`src/hw/rtl/ipv4_prefix_text_parser_top_assert.svh`:
```
`ifndef IPV4_PREFIX_TEXT_PARSER_TOP_ASSERT_SVH
`define IPV4_PREFIX_TEXT_PARSER_TOP_ASSERT_SVH

// Same-cycle implication, checked on every rising edge out of reset.
`define IPV4P_ASSERT_IMP(label, clk, rst_n, ante, cons, msg) \
  label: assert property (@(posedge clk) disable iff (!rst_n) (ante) |-> (cons)) \
    else $error(msg);

// Next-cycle implication.
`define IPV4P_ASSERT_NXT(label, clk, rst_n, ante, cons, msg) \
  label: assert property (@(posedge clk) disable iff (!rst_n) (ante) |=> (cons)) \
    else $error(msg);

`endif

```
`src/hw/rtl/ipv4p_pkg.sv`:
```
package ipv4p_pkg;

  // parse phases
  localparam logic [1:0] PH_OCTET  = 2'd0;
  localparam logic [1:0] PH_STAR   = 2'd1;
  localparam logic [1:0] PH_PREFIX = 2'd2;

  // result status codes
  localparam logic [1:0] ST_OK   = 2'd0;
  localparam logic [1:0] ST_BAD  = 2'd1;
  localparam logic [1:0] ST_IPV6 = 2'd2;

  // characters of interest
  localparam logic [7:0] CH_END   = 8'h00;
  localparam logic [7:0] CH_STAR  = 8'h2A;
  localparam logic [7:0] CH_DOT   = 8'h2E;
  localparam logic [7:0] CH_SLASH = 8'h2F;
  localparam logic [7:0] CH_ZERO  = 8'h30;
  localparam logic [7:0] CH_NINE  = 8'h39;
  localparam logic [7:0] CH_COLON = 8'h3A;

  localparam logic [7:0] OCTET_MAX  = 8'd255;
  localparam logic [5:0] PREFIX_SAT = 6'd63;
  localparam logic [1:0] DIGITS_MAX = 2'd3;

  typedef struct packed {
    logic step;  // a character is consumed this cycle
    logic last;  // that character is the end-of-text byte
  } step_ctl_t;

  typedef struct packed {
    logic [1:0]  status;
    logic [31:0] address;
    logic [5:0]  net_len;
  } result_t;

endpackage

```
`src/hw/rtl/ipv4p_parse.sv`:
```
`include "ipv4_prefix_text_parser_top_assert.svh"

module ipv4p_parse (
  input  logic                  clk_i,
  input  logic                  rst_ni,
  input  ipv4p_pkg::step_ctl_t  ctl_i,
  input  logic [7:0]            char_i,
  output ipv4p_pkg::result_t    res_o
);

  logic [1:0]  phase_q, phase_d;
  logic [7:0]  octet_value_q, octet_value_d;
  logic [1:0]  octet_digits_q, octet_digits_d;
  logic [2:0]  octets_done_q, octets_done_d;
  logic [31:0] address_q, address_d;
  logic [5:0]  prefix_q, prefix_d;
  logic        prefix_seen_q, prefix_seen_d;
  logic        malformed_q, malformed_d;
  logic        colon_q, colon_d;

  logic        is_digit;
  logic [3:0]  digit;
  logic [11:0] octet_next;
  logic [9:0]  prefix_next;
  logic        close_ok;
  logic [4:0]  close_shift;
  logic [31:0] address_closed;
  logic        ok;
  logic [5:0]  plen;
  logic [31:0] addr_final;
  logic [31:0] mask;

  assign is_digit    = (char_i >= ipv4p_pkg::CH_ZERO) && (char_i <= ipv4p_pkg::CH_NINE);
  assign digit       = 4'(char_i - ipv4p_pkg::CH_ZERO);
  assign octet_next  = {4'd0, octet_value_q} * 12'd10 + {8'd0, digit};
  assign prefix_next = {4'd0, prefix_q} * 10'd10 + {6'd0, digit};
  // octet lands at byte 3 - octets_done (only used when fewer than four done)
  assign close_ok       = (octet_digits_q != 2'd0) && (octets_done_q < 3'd4);
  assign close_shift    = {~octets_done_q[1:0], 3'b000};
  assign address_closed = address_q | ({24'd0, octet_value_q} << close_shift);

  always_comb begin
    phase_d        = phase_q;
    octet_value_d  = octet_value_q;
    octet_digits_d = octet_digits_q;
    octets_done_d  = octets_done_q;
    address_d      = address_q;
    prefix_d       = prefix_q;
    prefix_seen_d  = prefix_seen_q;
    malformed_d    = malformed_q;
    colon_d        = colon_q;
    ok             = !malformed_q;
    plen           = 6'd0;
    addr_final     = address_q;

    if (char_i == ipv4p_pkg::CH_COLON) begin
      colon_d = 1'b1;
    end

    if (!ctl_i.last) begin
      if (!malformed_q) begin
        case (phase_q)
          ipv4p_pkg::PH_OCTET: begin
            if (is_digit) begin
              if (octet_digits_q >= ipv4p_pkg::DIGITS_MAX ||
                  octet_next > {4'd0, ipv4p_pkg::OCTET_MAX}) begin
                malformed_d = 1'b1;
              end else begin
                octet_value_d  = octet_next[7:0];
                octet_digits_d = octet_digits_q + 2'd1;
              end
            end else if (char_i == ipv4p_pkg::CH_STAR && octet_digits_q == 2'd0 &&
                         octets_done_q != 3'd0) begin
              phase_d = ipv4p_pkg::PH_STAR;
            end else if (char_i == ipv4p_pkg::CH_DOT) begin
              // a dot may not close the fourth octet
              if (!close_ok || octets_done_q >= 3'd3) begin
                malformed_d = 1'b1;
              end else begin
                address_d      = address_closed;
                octets_done_d  = octets_done_q + 3'd1;
                octet_value_d  = 8'd0;
                octet_digits_d = 2'd0;
              end
            end else if (char_i == ipv4p_pkg::CH_SLASH) begin
              if (!close_ok || octets_done_q == 3'd0) begin
                malformed_d = 1'b1;
              end else begin
                address_d      = address_closed;
                octets_done_d  = octets_done_q + 3'd1;
                octet_value_d  = 8'd0;
                octet_digits_d = 2'd0;
                phase_d        = ipv4p_pkg::PH_PREFIX;
              end
            end else begin
              malformed_d = 1'b1;
            end
          end
          ipv4p_pkg::PH_PREFIX: begin
            if (is_digit) begin
              prefix_d      = (prefix_next > {4'd0, ipv4p_pkg::PREFIX_SAT}) ?
                              ipv4p_pkg::PREFIX_SAT : prefix_next[5:0];
              prefix_seen_d = 1'b1;
            end else begin
              malformed_d = 1'b1;
            end
          end
          default: begin
            malformed_d = 1'b1;
          end
        endcase
      end
    end else begin
      // end of text: finish the result, then return to the start state
      case (phase_q)
        ipv4p_pkg::PH_OCTET: begin
          addr_final = address_closed;
          if (!close_ok || octets_done_q == 3'd0) begin
            ok = 1'b0;
          end else begin
            plen = {octets_done_q + 3'd1, 3'b000};
          end
        end
        ipv4p_pkg::PH_STAR: begin
          plen = {octets_done_q, 3'b000};
        end
        default: begin
          if (!prefix_seen_q || prefix_q > {octets_done_q, 3'b000}) begin
            ok = 1'b0;
          end else begin
            plen = prefix_q;
          end
        end
      endcase

      phase_d        = ipv4p_pkg::PH_OCTET;
      octet_value_d  = 8'd0;
      octet_digits_d = 2'd0;
      octets_done_d  = 3'd0;
      address_d      = 32'd0;
      prefix_d       = 6'd0;
      prefix_seen_d  = 1'b0;
      malformed_d    = 1'b0;
      colon_d        = 1'b0;
    end
  end

  assign mask = ~(32'hFFFF_FFFF >> plen);

  always_comb begin
    if (colon_q) begin
      res_o.status  = ipv4p_pkg::ST_IPV6;
      res_o.address = 32'd0;
      res_o.net_len = 6'd0;
    end else if (!ok) begin
      res_o.status  = ipv4p_pkg::ST_BAD;
      res_o.address = 32'd0;
      res_o.net_len = 6'd0;
    end else begin
      res_o.status  = ipv4p_pkg::ST_OK;
      res_o.address = addr_final & mask;
      res_o.net_len = plen;
    end
  end

  always_ff @(posedge clk_i or negedge rst_ni) begin
    if (!rst_ni) begin
      phase_q        <= ipv4p_pkg::PH_OCTET;
      octet_value_q  <= 8'd0;
      octet_digits_q <= 2'd0;
      octets_done_q  <= 3'd0;
      address_q      <= 32'd0;
      prefix_q       <= 6'd0;
      prefix_seen_q  <= 1'b0;
      malformed_q    <= 1'b0;
      colon_q        <= 1'b0;
    end else if (ctl_i.step) begin
      phase_q        <= phase_d;
      octet_value_q  <= octet_value_d;
      octet_digits_q <= octet_digits_d;
      octets_done_q  <= octets_done_d;
      address_q      <= address_d;
      prefix_q       <= prefix_d;
      prefix_seen_q  <= prefix_seen_d;
      malformed_q    <= malformed_d;
      colon_q        <= colon_d;
    end
  end

  `IPV4P_ASSERT_IMP(a_octet_idle_outside_digits, clk_i, rst_ni,
    phase_q != ipv4p_pkg::PH_OCTET, octet_digits_q == 2'd0 && octet_value_q == 8'd0,
    "octet accumulator busy outside octet phase")
  `IPV4P_ASSERT_NXT(a_clear_after_end, clk_i, rst_ni, ctl_i.step && ctl_i.last,
    octets_done_q == 3'd0 && !malformed_q && !colon_q && phase_q == ipv4p_pkg::PH_OCTET,
    "parser state not cleared after end of text")
  `IPV4P_ASSERT_NXT(a_malformed_sticks, clk_i, rst_ni,
    malformed_q && !(ctl_i.step && ctl_i.last), malformed_q,
    "malformed flag dropped before end of text")

endmodule

```
`src/hw/rtl/ipv4p_obuf.sv`:
```
module ipv4p_obuf (
  input  logic               clk_i,
  input  logic               rst_ni,
  input  logic               load_i,
  input  ipv4p_pkg::result_t res_i,
  input  logic               stall_i,
  output logic               valid_o,
  output ipv4p_pkg::result_t res_o
);

  logic               valid_q;
  ipv4p_pkg::result_t res_q;

  always_ff @(posedge clk_i or negedge rst_ni) begin
    if (!rst_ni) begin
      valid_q <= 1'b0;
    end else if (load_i) begin
      valid_q <= 1'b1;
    end else if (!stall_i) begin
      valid_q <= 1'b0;
    end
  end

  // payload only moves on a load, so a stalled word holds
  always_ff @(posedge clk_i) begin
    if (load_i) begin
      res_q <= res_i;
    end
  end

  assign valid_o = valid_q;
  assign res_o   = res_q;

endmodule

```
`src/hw/rtl/ipv4_prefix_text_parser_top.sv`:
```
// IPv4 prefix text parser. Feed one text byte per word on char_code_i; a zero byte ends the
// text and yields one result word (status, masked address, prefix length); other bytes yield
// nothing. Accepts dotted decimal with 2 to 4 octets, optionally ending in "/len", or with 1
// to 3 octets ending in ".*"; a colon anywhere reports the IPv6 form. Throughput is one byte
// per cycle while the input is not stalled: each byte is registered at the input, folded into
// the parse state by one pass of logic when it advances, and on the end byte the result is
// registered at that same edge, so the result word is valid from the cycle after its end byte
// is taken. The input stalls only while an end byte waits on a full, stalled output register;
// ordinary bytes keep flowing under an output stall.

`include "ipv4_prefix_text_parser_top_assert.svh"

module ipv4_prefix_text_parser_top (
  input  logic        clk_i,
  input  logic        rst_ni,
  // input channel
  input  logic        valid_i,
  output logic        stall_o,
  input  logic [7:0]  char_code_i,
  // result channel
  output logic        valid_o,
  input  logic        stall_i,
  output logic [1:0]  status_o,
  output logic [31:0] address_o,
  output logic [5:0]  net_len_o
);

  logic                 in_valid_q;
  logic [7:0]           char_q;
  logic                 is_end;
  logic                 out_valid;
  logic                 out_free;
  logic                 advance;
  ipv4p_pkg::step_ctl_t ctl;
  ipv4p_pkg::result_t   res_next;
  ipv4p_pkg::result_t   res_out;

  assign is_end   = (char_q == ipv4p_pkg::CH_END);
  assign out_free = !out_valid || !stall_i;
  // an end byte needs room in the output register; other bytes never wait
  assign advance  = in_valid_q && (!is_end || out_free);
  assign stall_o  = in_valid_q && !advance;

  assign ctl.step = advance;
  assign ctl.last = is_end;

  always_ff @(posedge clk_i or negedge rst_ni) begin
    if (!rst_ni) begin
      in_valid_q <= 1'b0;
    end else if (!stall_o) begin
      in_valid_q <= valid_i;
    end
  end

  always_ff @(posedge clk_i) begin
    if (valid_i && !stall_o) begin
      char_q <= char_code_i;
    end
  end

  ipv4p_parse u_parse (
    .clk_i  (clk_i),
    .rst_ni (rst_ni),
    .ctl_i  (ctl),
    .char_i (char_q),
    .res_o  (res_next)
  );

  ipv4p_obuf u_obuf (
    .clk_i   (clk_i),
    .rst_ni  (rst_ni),
    .load_i  (advance && is_end),
    .res_i   (res_next),
    .stall_i (stall_i),
    .valid_o (out_valid),
    .res_o   (res_out)
  );

  assign valid_o   = out_valid;
  assign status_o  = res_out.status;
  assign address_o = res_out.address;
  assign net_len_o = res_out.net_len;

  `IPV4P_ASSERT_IMP(a_stall_only_on_end, clk_i, rst_ni, stall_o,
    in_valid_q && is_end && out_valid && stall_i,
    "input stalled without a blocked end byte")
  `IPV4P_ASSERT_NXT(a_held_byte_kept, clk_i, rst_ni, stall_o,
    in_valid_q && $stable(char_q), "stalled input byte lost")
  `IPV4P_ASSERT_NXT(a_result_needs_end, clk_i, rst_ni,
    !out_valid && !(advance && is_end), !out_valid,
    "result word raised without an end byte")

endmodule
```
`config.mk`:
```
export PLATFORM = sky130hd
export DESIGN_NAME = ipv4_prefix_text_parser_top
export DESIGN_NICKNAME = d
export VERILOG_FILES = /design/src/hw/rtl/ipv4p_pkg.sv /design/src/hw/rtl/ipv4p_parse.sv /design/src/hw/rtl/ipv4p_obuf.sv /design/src/hw/rtl/ipv4_prefix_text_parser_top.sv
export VERILOG_INCLUDE_DIRS = /design/src /design/src/hw/rtl
export SDC_FILE = /design/constraint.sdc
export NUM_CORES = 1
export LEC_CHECK = 0
export BUFFER_PORTS_ARGS = -buffer_cell sky130_fd_sc_hd__buf_2
export CAP_MARGIN = 20
export CORE_MARGIN = 5
export CORE_UTILIZATION = 25
export CTS_BUF_LIST = sky130_fd_sc_hd__clkbuf_2
export CTS_CLUSTER_SIZE = 24
export DETAILED_ROUTE_END_ITERATION = 16
export PLACE_DENSITY_LB_ADDON = 0.05
export SYNTH_ARGS = -nofsm -noshare
export SYNTH_HDL_FRONTEND = slang
export SYNTH_SLANG_ARGS = --single-unit
```
`constraint.sdc`:
```
create_clock -name clk_i -period 5.7 [get_ports clk_i]
set_clock_uncertainty 0.1 [all_clocks]
set_input_delay 0.57 -clock clk_i [delete_from_list [all_inputs] [get_ports clk_i]]
set_output_delay 0.57 -clock clk_i [all_outputs]
set_load 0.01 [all_outputs]
```
==> flow_summary.ini, run 1 <==
[critical_path]
critical_path_class = reg2reg
required_ns = 6.17
crit_slowest_cell = dfrtp_1
worstPathCellList = ha_1 > ha_1 > inv_1 > fa_1 > xnor2_1 > nand3b_1 > or3_1 > or4_4 > mux2i_4 > nor4_4 > o2bb2ai_1
critPathCaptureType = flop
worst_ep_arrival_time_ns = 4.58
path_common_cell = ha_1
path_max_fanout = 12
start_kind = flop
worst_path_largest_cell_delay_ns = 0.63

[synth]
ys_seq_area_share_pct = 49.7
syn-num-nets = 625
syn-cell-area_um2 = 5820
async_flop_share_pct = 54.7
synth_cell_types = 69
yosys_warnings = 0
synth-seq-cells = 106
avgSynthCellArea_um2 = 10.1
synth-edff-count = 48
syn_inst = 575
synth-main-ff-cell = dfrtp_1

[placement]
place_congestion = 0.772
dpl.cell_count = 919
dpl_cell_area_um2 = 6410
hpwl_um = 12900
io_buffers = 53

[clock_tree]
cts-root-buf = clkbuf_2
h-tree-depth = 3
cts_hold_buf = 10
cts_tree = yes
cts_buffers = 9
clkTransAtPathRegs_ns = 0.33
clockBufferDepth = 2
post-cts-setup-buffer-count = 0
clock_sinks = 106
clock_latency_ns = 0.62
cts_resized = 0

[timing]
fin_crit_ns = 4.11
grt_setup_unrepaired = false
relSlewSlack_pct = 44.0
fmaxAchievable_ghz = 0.243
hold_viol = 0
period_share_pct = 72.1
setup-violations-final = 0
drv_slew = 0
fin_tns_setup_ns = 0
tightest_slew_ns = 0.837
holdWs_ns = 0.131

[die]
die_x_um = 163
pin_count = 54
fp.dieH_um = 163
initial_core_util_pct = 25.6
core_um2 = 22800
rows = 55
die_area_um2 = 26400

[detailed_routing]
drt_iter0_markers = 268
via_per_inst = 4.79
antenna_left = 0
route.detailed.drc = 0
vias = 4537
post_drt_wl_per_cell_um = 18.4
firstDrtPassIters = 5
wl_um = 17400

[grt]
busiest_layer = met2
grt-ovfl-total = 0
grt_use_met2_pct = 21.5
first_global_vias = 4573
grt_use_met1_pct = 17.6
grt_pass1_wl_um = 27000
grtUsageTotal_pct = 13.2
antenna_found_initial = 2
grt.met3_usage_pct = 2.71
grt_max_degree = 59

[power]
power_density_nw_per_um2 = 183
p_leak_uw = 0.00281
vdd.ir_drop.worst_mv = 0.0852

[finish]
synthToLayoutAreaGrowth_pct = 13.8
instances_no_fill = 947
final_area_um2 = 6630
num-fill-cells = 2445
nets = 677
final_layout_size_suffix_gt1_share_pct = 14.4
final_cell_mix = 85 x a21oi_1, 68 x nor2_1, 58 x dfrtp_1
final_common_cell = a21oi_1

[hold_path]
hp-class = in2reg

[outcome]
status = completed

[flow_run]
drv_cap = 0
==> stage by stage <==
step                setup WS (ns)  utilization [%]  power [uW]
floorplan                    2.17                -         837
global placement             1.69             28.1         858
detailed placement           1.61             28.1         858
CTS                          1.55             29.1        1240
global route                 1.35             29.1        1270
finish                       1.59             29.1        1210
==> critical path: cells and delay by family, from the launching register on <==
family,cells,cell delay [ns]
adder cells (fa/ha/maj),3,0.92
buffers and inverters,1,0.05
multiplexers,1,0.24
flip-flops,1,0.63
AND/OR/NAND/NOR,4,1.68
XOR/XNOR,1,0.24
AO/OA/AOI/OAI,1,0.18
==> power breakdown <==
group / total [uW] / switching (uW) / internal [uW] / leakage, uW
registers: 814 / 10.1 / 804 / 0.00133
clock network: 365 / 292 / 73.1 / 0.0000724
logic: 33.9 / 19.9 / 13.9 / 0.00141
total: 1210 / 322 / 891 / 0.00281
==> routing by layer <==
layer	up-vias	wire [um]	share of wire (%)
li1	2220	-	-
met1	2204	8280	48
met2	87	8070	46
met3	26	609	3.5
met4	0	432	2.5
met5	-	0	0
==> final timing paths <==
path,from,endpoint,slack [ns],cells past startpoint
worst max-delay path,u_parse.octet_value_q[1]$_DFFE_PN0P_,u_parse.octet_value_q[5]$_DFFE_PN0P_,1.59,11
worst min-delay path,stall_i,u_obuf.valid_o$_DFFE_PN0P_,0.13,3
worst max register to register,u_parse.octet_value_q[1]$_DFFE_PN0P_,u_parse.octet_value_q[5]$_DFFE_PN0P_,1.59,11
worst min register to register,u_parse.address_q[1]$_DFFE_PN0P_,u_parse.address_q[1]$_DFFE_PN0P_,0.44,2
max in group asynchronous,rst_ni,u_parse.address_q[19]$_DFFE_PN0P_,4.44,3
min in group asynchronous,rst_ni,in_valid_q$_DFFE_PN0N_,0.48,3
==> layout make-up <==
type | instances | area, um2 | area share [%]
Sequential cell | 106 | 2890 | 43.7
Multi-Input combinational cell | 420 | 2730 | 41.3
Timing Repair Buffer | 69 | 410 | 6.19
Tap cell | 313 | 392 | 5.91
Inverter | 21 | 78.8 | 1.19
Clock inverter | 7 | 68.8 | 1.04
Clock buffer | 9 | 45.0 | 0.680
Antenna cell | 2 | 5.00 | 0.0755
==> cell usage after synthesis, drive strengths merged (2+ instances only) <==
cell	number	area (um2)
nand3b	3	22.5
xor2	7	61.3
nor2b	9	56.3
or3	4	25.0
xnor2	5	43.8
edfxtp	48	1440
nand2b	5	31.3
o22ai	2	12.5
nor3	22	115
or3b	2	17.5
ha	34	425
nor3b	3	22.5
o211ai	3	22.5
a211oi	19	148
nand4	2	12.5
inv	20	75.1
a21oi	85	425
o21ai	13	65.1
o2bb2ai	8	70.1
nor4	9	114
and3	4	30.0
buf	14	63.8
mux2i	3	42.5
or4	2	18.8
a21o	5	37.5
fa	4	80.1
and4b	2	20.0
o2111ai	2	17.5
nand3	12	60.1
nand2	46	173
nor2	68	255
a311oi	2	17.5
or2	3	21.3
clkbuf	14	52.6
and2	6	37.5
o31a	2	17.5
dfrtp	58	1450
a2111oi	7	61.3
==> registers in the layout, summed over array words and instances (netlist names) <==
name,cells
u_parse.octet_value_q,8
u_obuf.valid_o,1
u_parse.prefix_seen_q,1
u_parse.colon_q,1
u_parse.octet_digits_q,2
u_parse.address_q,32
u_parse.malformed_q,1
u_parse.octets_done_q,3
u_parse.phase_q,2
u_obuf.res_o,40
in_valid_q,1
u_parse.prefix_q,6
char_q,8
==> cells by family (layout without fill, tap and decap cells) <==
| logic type | count (synthesis) | in the layout | synth area share (%) |
|---|---|---|---|
| and+or+nand+nor | 204 | 204 | 18.1 |
| other | 0 | 2 | 0 |
| xor gates and xnor gates | 12 | 12 | 1.81 |
| DFF | 106 | 106 | 49.7 |
| muxes | 3 | 3 | 0.731 |
| AOI/OAI and AO/OA | 163 | 163 | 17.6 |
| buffers and inverters | 49 | 106 | 3.35 |
| adders and majority gates | 38 | 38 | 8.68 |
Note: power is estimated with default switching activity, not from simulation.
==> run 2, diff against run 1 <==
Settings changed: ABC_AREA set to 1.
Clock period 5.7 ns to 4.3 ns, I/O delays scaled along.
==> flow_summary.ini, run 2 <==
[outcome]
status = completed

[power]
vdd.ir_drop.worst_mv = 0.104
swShare_pct = 31.2
p_int_uw = 1280
p_sw_uw = 581
power_frac_comb_pct = 11.5
power_frac_clock_pct = 27.8
p_leak_uw = 0.00328
pwr-share-seq_pct = 60.7
power_density_nw_per_um2 = 265

[critical_path]
worst_path_largest_cell_delay_ns = 0.56
path_common_cell = nand2_1
rr_startpoint = u_parse.octet_value_q[1]$_DFFE_PN0P_
required_ns = 4.79
critical_path_class = reg2reg
crit_start = u_parse.octet_value_q[1]$_DFFE_PN0P_
path_max_fanout = 11
crit_slowest_cell = dfrtp_1
worst_ep_arrival_time_ns = 3.90
critical_path_buf_inv_count = 1
crit_family = simple AND/OR/NAND/NOR gates
worstPathCellList = ha_1 > ha_1 > inv_1 > fa_1 > nor2_1 > nand2_1 > nor2_1 > nand3_1 > a21oi_1 > nor2_1 > nand4_1 > nand2_1 > nand2_1 > nand2_1 > nand2_1
critPathCaptureType = flop
start_kind = flop

[finish]
final_cell_mix = 135 x nand2_1, 85 x inv_1, 82 x nor2_1
instances_no_fill = 1119
multiInputGateArea_um2 = 2770
synthToLayoutAreaGrowth_pct = 14.1
nets = 839
fin_util_pct = 28.9
register_area_um2 = 2890
largest_register_ffs = 40
final_layout_size_suffix_gt1_share_pct = 16.8
final_common_cell = nand2_1
num-fill-cells = 2623

[grt]
antenna_found_initial = 1
grtUsageTotal_pct = 13.6
first_global_vias = 5130
grt_pass1_wl_um = 29800
grt-ovfl-total = 0
grt_max_degree = 34

[timing]
relSlewSlack_pct = 48.8
period_share_pct = 79.2
drv_slew = 0
hold_viol = 0
fin_tns_setup_ns = 0
fmaxAchievable_ghz = 0.294
fin_crit_ns = 3.40
grt_setup_unrepaired = false
setup_slack_ns = 0.896
setup-violations-final = 0
tightest_slew_ns = 0.768

[die]
initial_core_util_pct = 25.4
pin_count = 54
die_area_um2 = 27800
core_um2 = 24200
rows = 57
fp.dieH_um = 167
die_x_um = 167

[synth]
yosys_warnings = 0
ys_seq_area_share_pct = 47.0
synthMuxAreaShare_pct = 0
yosys-top-cells-area = dfrtp_1 24%, edfxtp_1 23%, nand2_1 8.2%, ha_1 6.9%, a21oi_1 5.9%
synth-compound-area-share_pct = 11.8
synthAdderAreaFrac_pct = 8.22
synth.largest_area_cell = dfrtp_1
avgSynthCellArea_um2 = 8.52
syn_inst = 722
synth_top_area_share_pct = 23.6
syn-cell-area_um2 = 6150
synth-main-ff-cell = dfrtp_1
synth-simple-area-share_pct = 24.4
async_flop_share_pct = 54.7
synthXorXnorAreaFrac_pct = 0.570
synth_cell_types = 44
synth_top_family_by_area = simple AND/OR/NAND/NOR gates
synth-edff-count = 48
yosysMostFrequentCell = nand2_1
ys_top_cells_by_count = 135 x nand2_1, 85 x inv_1, 82 x nor2_1
synth-seq-cells = 106
syn-num-nets = 772

[clock_tree]
cts_buffers = 9
h-tree-depth = 3
cts-root-buf = clkbuf_2
post-cts-setup-buffer-count = 0
cts_resized = 0
cts_tree = yes
cts_hold_buf = 11
clockBufferDepth = 2
clkTransAtPathRegs_ns = 0.36
clock_latency_ns = 0.65
clock_sinks = 106

[detailed_routing]
post_drt_wl_per_cell_um = 16.7
via_per_inst = 4.53
route.detailed.drc = 0
wl_um = 18700
vias = 5069
drt_iter0_markers = 305
firstDrtPassIters = 5
antenna_left = 0

[hold_path]
hp-class = in2async

[placement]
hpwl_um = 14100
pre_cts_ws_ns = 0.936
dpl.cell_count = 1091
place_congestion = 0.788
io_buffers = 53

[flow_run]
drv_cap = 0
run 2: cell types whose count changed in the layout (fill, tap and decap cells not counted), sizes merged, moves of 15 or more:
cell | previous run | this run
o21ai | 13 | 32
nor2 | 68 | 93
nand2 | 46 | 145
a211oi | 19 | 4
inv | 25 | 111
nand3 | 12 | 39
run 2: kinds of logic after synthesis:
logic type	count (synthesis)
adder cells (fa/ha/maj)	38
AO/OA/AOI/OAI	130
AND/OR/NAND/NOR	323
flip-flops	106
XOR/XNOR	4
buffers and inverters	121
run 2: area by class of cell:
class	instances	area share [%]
flip-flops and latches	106	41.2
multi-input cells	495	39.4
diodes	1	0.0357
clock buffers	9	0.642
well taps	324	5.78
repair buffers	70	5.99
clock inverters	7	1.14
inverters	107	5.76
run 2: path summary, 6_finish.rpt:
check	to	slack (ns)	depth (start not counted)
min	u_parse.address_q[30]$_DFFE_PN0P_	0.21	2
min reg2reg	u_obuf.res_o[39]$_SDFFCE_PP1P_	0.42	0
max in group asynchronous	u_parse.phase_q[0]$_DFFE_PN0P_	2.93	3
min in group clk_i	char_q[2]$_DFFE_PP_	0.35	2
max	u_parse.octet_digits_q[0]$_DFFE_PN0P_	0.90	15
max reg2reg	u_parse.octet_digits_q[0]$_DFFE_PN0P_	0.90	15
run 2: through the flow:
step                      instance area [um2]  power, uW  hold WS (ns)
after global routing                     7020       1970         0.219
after floorplan                          6150       1280        0.0344
after detailed placement                 6780       1360         0.367
final                                    7020       1860         0.207
after global placement                   6780       1350         0.370
after CTS                                7020       1890         0.161
run 2: worst reg2reg max path, cell delays in order (launching register included):
cell,delay (ns)
dfrtp_1,0.56
ha_1,0.34
ha_1,0.23
inv_1,0.07
fa_1,0.42
nor2_1,0.15
nand2_1,0.09
nor2_1,0.14
nand3_1,0.12
a21oi_1,0.14
nor2_1,0.05
nand4_1,0.11
nand2_1,0.26
nand2_1,0.40
nand2_1,0.10
nand2_1,0.08
run 2: per-layer routing:
| layer | global-route usage [%] | wire (um) | up-vias | part of all wire [%] |
|---|---|---|---|---|
| met5 | 0 | 0 | - | 0 |
| met4 | 5.16 | 493 | 0 | 2.6 |
| met3 | 1.99 | 580 | 26 | 3.1 |
| met2 | 20.3 | 7900 | 112 | 42 |
| met1 | 19.8 | 9680 | 2398 | 52 |
| li1 | - | - | 2533 | - |
run 2: power groups by stage:
stage | clock, uW | combinational (uW) | sequential, uW
2_1_floorplan | 0 | 147 | 1130
3_3_place_gp | 0 | 205 | 1150
3_5_place_dp | 0 | 208 | 1150
4_1_cts | 543 | 217 | 1130
5_1_grt | 585 | 254 | 1130
6_report | 517 | 213 | 1130
==> run 3, diff against run 2 <==
Clock period 4.3 ns to 3.4 ns, I/O delays scaled along.
==> flow_summary.ini, run 3 (synthesis results as in run 2) <==
[grt]
antenna_found_initial = 1
grt-ovfl-total = 0
grtUsageTotal_pct = 13.6
grt_max_degree = 59
grt_pass1_wl_um = 29800
first_global_vias = 4985

[power]
swShare_pct = 29.4
vdd.ir_drop.worst_mv = 0.114
pwr-share-seq_pct = 59.9
p_leak_uw = 0.00335
power_frac_clock_pct = 28.4
power_density_nw_per_um2 = 332
p_int_uw = 1680
power_frac_comb_pct = 11.7
p_sw_uw = 699

[clock_tree]
cts_buffers = 9
cts_hold_buf = 13
clkTransAtPathRegs_ns = 0.35
cts_tree = yes
h-tree-depth = 3
clock_sinks = 106
cts-root-buf = clkbuf_2
clock_latency_ns = 0.63
cts_resized = 0
post-cts-setup-buffer-count = 0
clockBufferDepth = 2

[finish]
nets = 852
final_layout_size_suffix_gt1_share_pct = 17.8
largest_register_ffs = 40
final_common_cell = nand2_1
final_cell_mix = 135 x nand2_1, 85 x inv_1, 82 x nor2_1
num-fill-cells = 2665
final_area_um2 = 7150
synthToLayoutAreaGrowth_pct = 16.3

[die]
initial_core_util_pct = 25.4
pin_count = 54
fp.dieH_um = 167
core_um2 = 24200
die_area_um2 = 27800
die_x_um = 167
rows = 57

[detailed_routing]
antenna_left = 0
post_drt_wl_per_cell_um = 16.6
vias = 5017
via_per_inst = 4.43
drt_iter0_markers = 259
wl_um = 18800
firstDrtPassIters = 4
route.detailed.drc = 0

[timing]
setup-violations-final = 0
fin_tns_setup_ns = 0
relSlewSlack_pct = 42.9
drv_slew = 0
hold_viol = 0
fmaxAchievable_ghz = 0.326
holdWs_ns = 0.273
tightest_slew_ns = 0.856
fin_crit_ns = 3.06
grt_setup_unrepaired = false
period_share_pct = 90.1

[outcome]
status = completed

[placement]
hpwl_um = 14200
io_buffers = 53
dpl_cell_area_um2 = 6890
place_congestion = 0.889

[critical_path]
start_kind = flop
path_max_fanout = 10
worst_ep_arrival_time_ns = 3.55
regToRegSetupSlack_ns = 0.34
critPathCaptureType = flop
required_ns = 3.89
critical_path_class = reg2reg

[hold_path]
hp-class = in2async

[flow_run]
drv_cap = 0
## run 3: cell types whose count changed in the layout (fill, tap and decap cells not counted), sizes merged
cell	delta
inv	-1
clkinv	-1
clkinvlp	+1
bufinv	+1
dlygate4sd3	+2
buf	+11
## run 3: worst paths after layout
kind	to	start	cells after the start
max in group asynchronous	u_parse.address_q[29]$_DFFE_PN0P_	rst_ni	3
min	u_parse.address_q[23]$_DFFE_PN0P_	rst_ni	3
min reg2reg	u_parse.address_q[23]$_DFFE_PN0P_	u_parse.address_q[23]$_DFFE_PN0P_	2
max reg2reg	u_parse.octet_value_q[0]$_DFFE_PN0P_	u_parse.octet_value_q[1]$_DFFE_PN0P_	15
min in group clk_i	char_q[7]$_DFFE_PP_	char_code_i[7]	2
max	u_parse.octet_value_q[0]$_DFFE_PN0P_	u_parse.octet_value_q[1]$_DFFE_PN0P_	15
## run 3: power by group through the flow
stage,clock network [uW],logic [uW],registers [uW]
2_1_floorplan,0,186,1440
3_3_place_gp,0,260,1450
3_5_place_dp,0,265,1450
4_1_cts,703,279,1420
5_1_grt,764,322,1430
6_report,676,277,1420
## run 3: metal layers
| metal | vias to the layer above | track usage, % | part of all wire [%] |
|---|---|---|---|
| li1 | 2548 | - | - |
| met1 | 2383 | 20.3 | 52 |
| met2 | 73 | 20.6 | 43 |
| met3 | 13 | 2.16 | 3.0 |
| met4 | 0 | 3.42 | 1.3 |
| met5 | - | 0 | 0 |
## run 3: worst max-delay path: stages, from the launching register on
cell and delay [ns]:
dfrtp_1 0.56, ha_1 0.33, ha_1 0.23, inv_1 0.08, fa_1 0.43, nor2_1 0.15
nand2_1 0.09, nor2_1 0.13, nand3_1 0.11, a21oi_1 0.14, nor2_1 0.06, nand4_1 0.09
nand2_1 0.08, nand2_1 0.30, nand2_1 0.10, nand2_1 0.07
## run 3: through the flow
stage / utilization [%] / total power [uW] / cells / setup WS (ns)
final: 29.5 / 2380 / 1132 / 0.336
after global routing: 29.5 / 2520 / 1132 / 0.0129
after CTS: 29.5 / 2410 / 1131 / 0.308
after detailed placement: 28.4 / 1710 / 1102 / 0.371
after global placement: 28.4 / 1710 / 1102 / 0.446
after floorplan: - / 1620 / 722 / 0.743
## run 3: layout make-up
type | instances | area, um2 | area share (%)
clock inverter | 7 | 85.1 | 1.19
tap | 324 | 405 | 5.67
inverter | 107 | 404 | 5.65
multi-input combinational | 495 | 2770 | 38.7
antenna | 1 | 2.50 | 0.0350
timing repair buffer | 83 | 548 | 7.66
clock buffer | 9 | 45.0 | 0.630
sequential | 106 | 2890 | 40.4
